**config.mk**
```make
export PLATFORM = sky130hd
export DESIGN_NAME = rsi_div_cell
export DESIGN_NICKNAME = d
export VERILOG_FILES = /design/src/rtl/rsi_pkg.sv /design/src/rtl/rsi_div_cell.sv
export SDC_FILE = /design/constraint.sdc
export NUM_CORES = 1
export LEC_CHECK = 0
export BUFFER_PORTS_ARGS = -buffer_cell sky130_fd_sc_hd__buf_2
export CAP_MARGIN = 5
export CORE_AREA = 2 2 231 233
export DETAILED_ROUTE_END_ITERATION = 12
export DIE_AREA = 0 0 233 235
export MAX_ROUTING_LAYER = met4
export PLACE_DENSITY_LB_ADDON = 0.1
export SLEW_MARGIN = 20
export SYNTH_ARGS = -nofsm -noshare
export SYNTH_HDL_FRONTEND = slang
export SYNTH_SLANG_ARGS = --single-unit
```
**constraint.sdc**
```tcl
create_clock -name clk -period 11.5 [get_ports clk]
set_input_delay 2.3 -clock clk [delete_from_list [all_inputs] [get_ports clk]]
set_output_delay 2.3 -clock clk [all_outputs]
set_load 0.01 [all_outputs]
```
**src/rtl/rsi_pkg.sv**
```systemverilog
package rsi_pkg;

  localparam int COORD_FRAC_BITS = 16;
  localparam int DIR_FRAC_BITS   = 14;

  // magnitude widths
  localparam int NUM_W = 50;   // |numerator| < 2^50
  localparam int DEN_W = 32;   // |denom| <= 2^31
  localparam int QUO_W = 33;   // quotient bits kept before saturation

  typedef struct packed {
    logic signed [31:0] ray_start_x;
    logic signed [31:0] ray_start_y;
    logic signed [15:0] ray_dir_x;
    logic signed [15:0] ray_dir_y;
    logic        [30:0] ray_max_len;
    logic signed [31:0] seg_start_x;
    logic signed [31:0] seg_start_y;
    logic signed [15:0] seg_dir_x;
    logic signed [15:0] seg_dir_y;
    logic        [30:0] seg_len;
  } in_word_t;

  typedef struct packed {
    logic               hit;
    logic signed [31:0] ray_param;
    logic signed [31:0] seg_param;
    logic               degenerate;
  } out_word_t;

  // data travelling along the divider chain
  typedef struct packed {
    logic               vld;
    logic               degen;
    logic        [30:0] max_len;
    logic        [30:0] seg_len;
    logic               t_neg;
    logic               s_neg;
    logic [DEN_W-1:0]   den;
    logic [63:0]        t_rem;
    logic [63:0]        s_rem;
    logic [QUO_W-1:0]   t_quo;
    logic [QUO_W-1:0]   s_quo;
  } div_cell_t;

endpackage

```
**src/rtl/rsi_div_cell.sv**
```systemverilog
// one restoring division step for both quotients
module rsi_div_cell #(
  parameter int BIT = 0
) (
  input  logic                 clk,
  input  logic                 rst_n,
  input  logic                 en,
  input  rsi_pkg::div_cell_t   d_in,
  output rsi_pkg::div_cell_t   d_out
);

  rsi_pkg::div_cell_t cell_r, cell_nxt;
  logic [64+rsi_pkg::DEN_W-1:0] sh_den;
  logic [63:0] t_rem, s_rem;
  logic t_ge, s_ge;

  // compare remainder against denominator shifted to this bit
  always_comb begin
    sh_den = {64'd0, d_in.den} << BIT;
    t_ge   = {{rsi_pkg::DEN_W{1'b0}}, d_in.t_rem} >= sh_den;
    s_ge   = {{rsi_pkg::DEN_W{1'b0}}, d_in.s_rem} >= sh_den;
    t_rem  = t_ge ? d_in.t_rem - sh_den[63:0] : d_in.t_rem;
    s_rem  = s_ge ? d_in.s_rem - sh_den[63:0] : d_in.s_rem;
    cell_nxt            = d_in;
    cell_nxt.t_rem      = t_rem;
    cell_nxt.s_rem      = s_rem;
    cell_nxt.t_quo[BIT] = t_ge;
    cell_nxt.s_quo[BIT] = s_ge;
  end

  always_ff @(posedge clk) begin
    if (!rst_n) begin
      cell_r.vld <= 1'b0;
    end else if (en) begin
      cell_r <= cell_nxt;
    end
  end

  assign d_out = cell_r;

endmodule

```
==> impl_metrics.tcl <==
set metrics [dict create \
    status "finished clean" \
    gp_congestion 0.869 \
    rr_worst_depth 2 \
    cts_max_level 2 \
    fin_crit_sh_pct 50.4 \
    cp-start-kind "input port" \
    start_util_pct 29.0 \
    slew_headroom_pct 25.0 \
    async_flop_share_pct 0 \
    wl_met2_um 28900 \
    postCtsSetupBuffers 0 \
    drive_gt1_share_pct 35.0 \
    ys_seq_elements 292 \
    synth_nets 1665 \
    fin_skew_ns 0 \
    arrival_ns 6.08 \
    p_per_area_mw_per_mm2 150 \
    hpwl_um 46600 \
    largest_reg_flops 292 \
    setup_viol 0 \
    synth.avg_cell_area_sq_um 11.6 \
    die_y_um 235 \
    yosysTopAreaCellShare_pct 57.7 \
    cts_num_sinks 292 \
    grt_overflow_total 0 \
    insertion_delay_ns 0.54 \
    peakVddDrop_uv 87.7 \
    cts_made_buffers 37 \
    fin_area_sq_mm 0.0201 \
    via_count 12650 \
    required_ns 11.79 \
    drt_iter0_drc 813 \
    rsz0062_at_grt "false" \
    dr.pass1.iters 5 \
    holdBufCountCts 0 \
    synth_common_cells "291 x edfxtp_1, 146 x nand2_1, 99 x o21ai_0, 81 x nor2_1, 76 x a21oi_1" \
    ctsRootBufferMaster "clkbuf_16" \
    coreArea_sq_mm 0.0522 \
    cts_resized 0 \
    grt_use_total_pct 20.7 \
    cts_tree "yes" \
    highest_layer "met4" \
    wl_met1_um 23400 \
    crit_fanout 44 \
    grt_max_degree 170 \
    grt_first_pass_wirelength_um 81800 \
    place_area_sq_mm 0.0188 \
    final-hold-violation-count 0 \
    leakage_nw 8.11 \
    die_w_um 233 \
    synthTopCellsByArea "edfxtp_1 58%, ha_1 5.3%, xnor2_1 3.6%" \
    maxCapViolations 0 \
    min_path_cells 2 \
    final_net_count 2257 \
    syn_inst 1304 \
    min_path_type "flop to flop" \
    syn_to_final_growth_pct 32.7 \
    drc_errors 0 \
    syn_area_sq_mm 0.0152 \
    path_class "input port to flop" \
    period_minus_slack_ns 5.79 \
    synth_edf_count 291 \
    wl_per_cell_um 21.9 \
    die-area_sq_mm 0.0548 \
    clk_path_buf_depth 3 \
    tightest_slew_ns 1.12 \
    yosysWarnings 0 \
    antenna_left 0 \
    wl_met3_um 3910 \
    routed_wl_um 57500 \
    max_freq_mhz 173 \
    cp-end-kind "flop" \
    synth_largest_area_cell "edfxtp_1" \
    yosysUniqueCellTypes 79 \
    io_buffers 584 \
    antenna_found_initial 15 \
    row_count 84 \
    synthFlopType "edfxtp_1" \
    fin_setup_tns_ns 0 \
    drv_slew 0 \
    ios 587 \
    clk_pin_slew_ns 0.06 \
    vias_per_cell 4.82 \
    synth_most_common_cell "edfxtp_1" \
    grt_pass1_vias 12565 \
    synth_seq_area_share_pct 57.8 \
]
worst paths after layout:
| kind | from | end | slack, ns |
|---|---|---|---|
| setup / recovery | d_in[197] | d_out[129]$_DFFE_PP_ | 5.71 |
| hold / removal | d_out[291]$_SDFFE_PN0P_ | d_out[291]$_SDFFE_PN0P_ | 0.52 |
| setup reg to reg | d_out[291]$_SDFFE_PN0P_ | d_out[291]$_SDFFE_PN0P_ | 10.92 |
| hold reg to reg | d_out[291]$_SDFFE_PN0P_ | d_out[291]$_SDFFE_PN0P_ | 0.52 |
layout by cell type, fill, tap and decap left out, drive strengths merged, types with 6 or more instances in the layout:
cell type  synthesis  layout
nand2            146     146
a21oi             76      76
o31ai              8       8
buf               15     588
ha                64      64
a31oi              9       9
and2              11      11
nand4             24      24
o21a              13      13
bufinv             0       6
nor2              81      81
inv               54      55
a21o              23      23
nor3              32      32
xnor2             63      63
nor2b              9       9
and3               8       8
nand3             33      33
clkbuf            20      41
nand2b            12      12
or3               21      21
o21ai             99      99
xor2              55      55
o211ai             6       6
or4               12      12
diode              0      13
o21bai            11      11
edfxtp           291     291
nor4              23      23
a211oi            16      16
clkinv             0      16
metal layers:
metal  vias to the layer above  track usage, %
met3                        65            4.94
met1                      6037            24.4
met2                       431            35.4
met4                         0            5.42
met5                         -               -
li1                       6117               -
kinds of logic after synthesis:
logic type | after synthesis | share of synthesized area, %
AOI/OAI and AO/OA | 297 | 12.3
adders and majority gates | 66 | 5.55
muxes | 2 | 0.140
and+or+nand+nor | 440 | 15.0
xor gates and xnor gates | 118 | 6.82
DFF | 292 | 57.8
buffers and inverters | 89 | 2.42
where the power goes:
| part | internal (mW) | total (mW) | leakage, nW | switching, mW |
|---|---|---|---|---|
| combinational | 0.198 | 0.518 | 4.76 | 0.320 |
| clock | 0.728 | 1.20 | 0.607 | 0.471 |
| sequential | 1.28 | 1.30 | 2.74 | 0.0207 |
| total | 2.20 | 3.01 | 8.11 | 0.812 |
metrics by stage:
step,hold slack [ns],std cells,power [mW],setup slack [ns],util [%]
after floorplan,0.538,1304,1.61,1.95,-
final,0.516,2624,3.01,5.71,38.5
after global routing,0.555,2623,3.15,5.44,38.5
after detailed placement,0.506,2545,1.84,5.12,36.0
after global placement,0.496,2545,1.84,5.11,36.0
after CTS,0.518,2611,3.06,5.69,38.4
final cells by class:
class                      instances  area (sq um)
inverter                          54           203
antenna                           13          32.5
multi-input combinational        923          6040
clock inverter                    25           304
clock buffer                      41           941
fill                            5337         32100
sequential                       292          8760
timing repair buffer             588          2970
tap                              688           861
worst max-delay path: stages:
cell and delay, ns:
buf_2 0.09, inv_1 0.07, ha_1 0.34, o211ai_1 0.18, a21oi_1 0.09, o41a_1 0.46
o31ai_1 0.76, a21boi_1 0.34, nor2_4 0.46, buf_4 0.43, inv_1 0.27, nand4_1 0.17
xnor2_1 0.09
(Power assumes the default switching activity.)
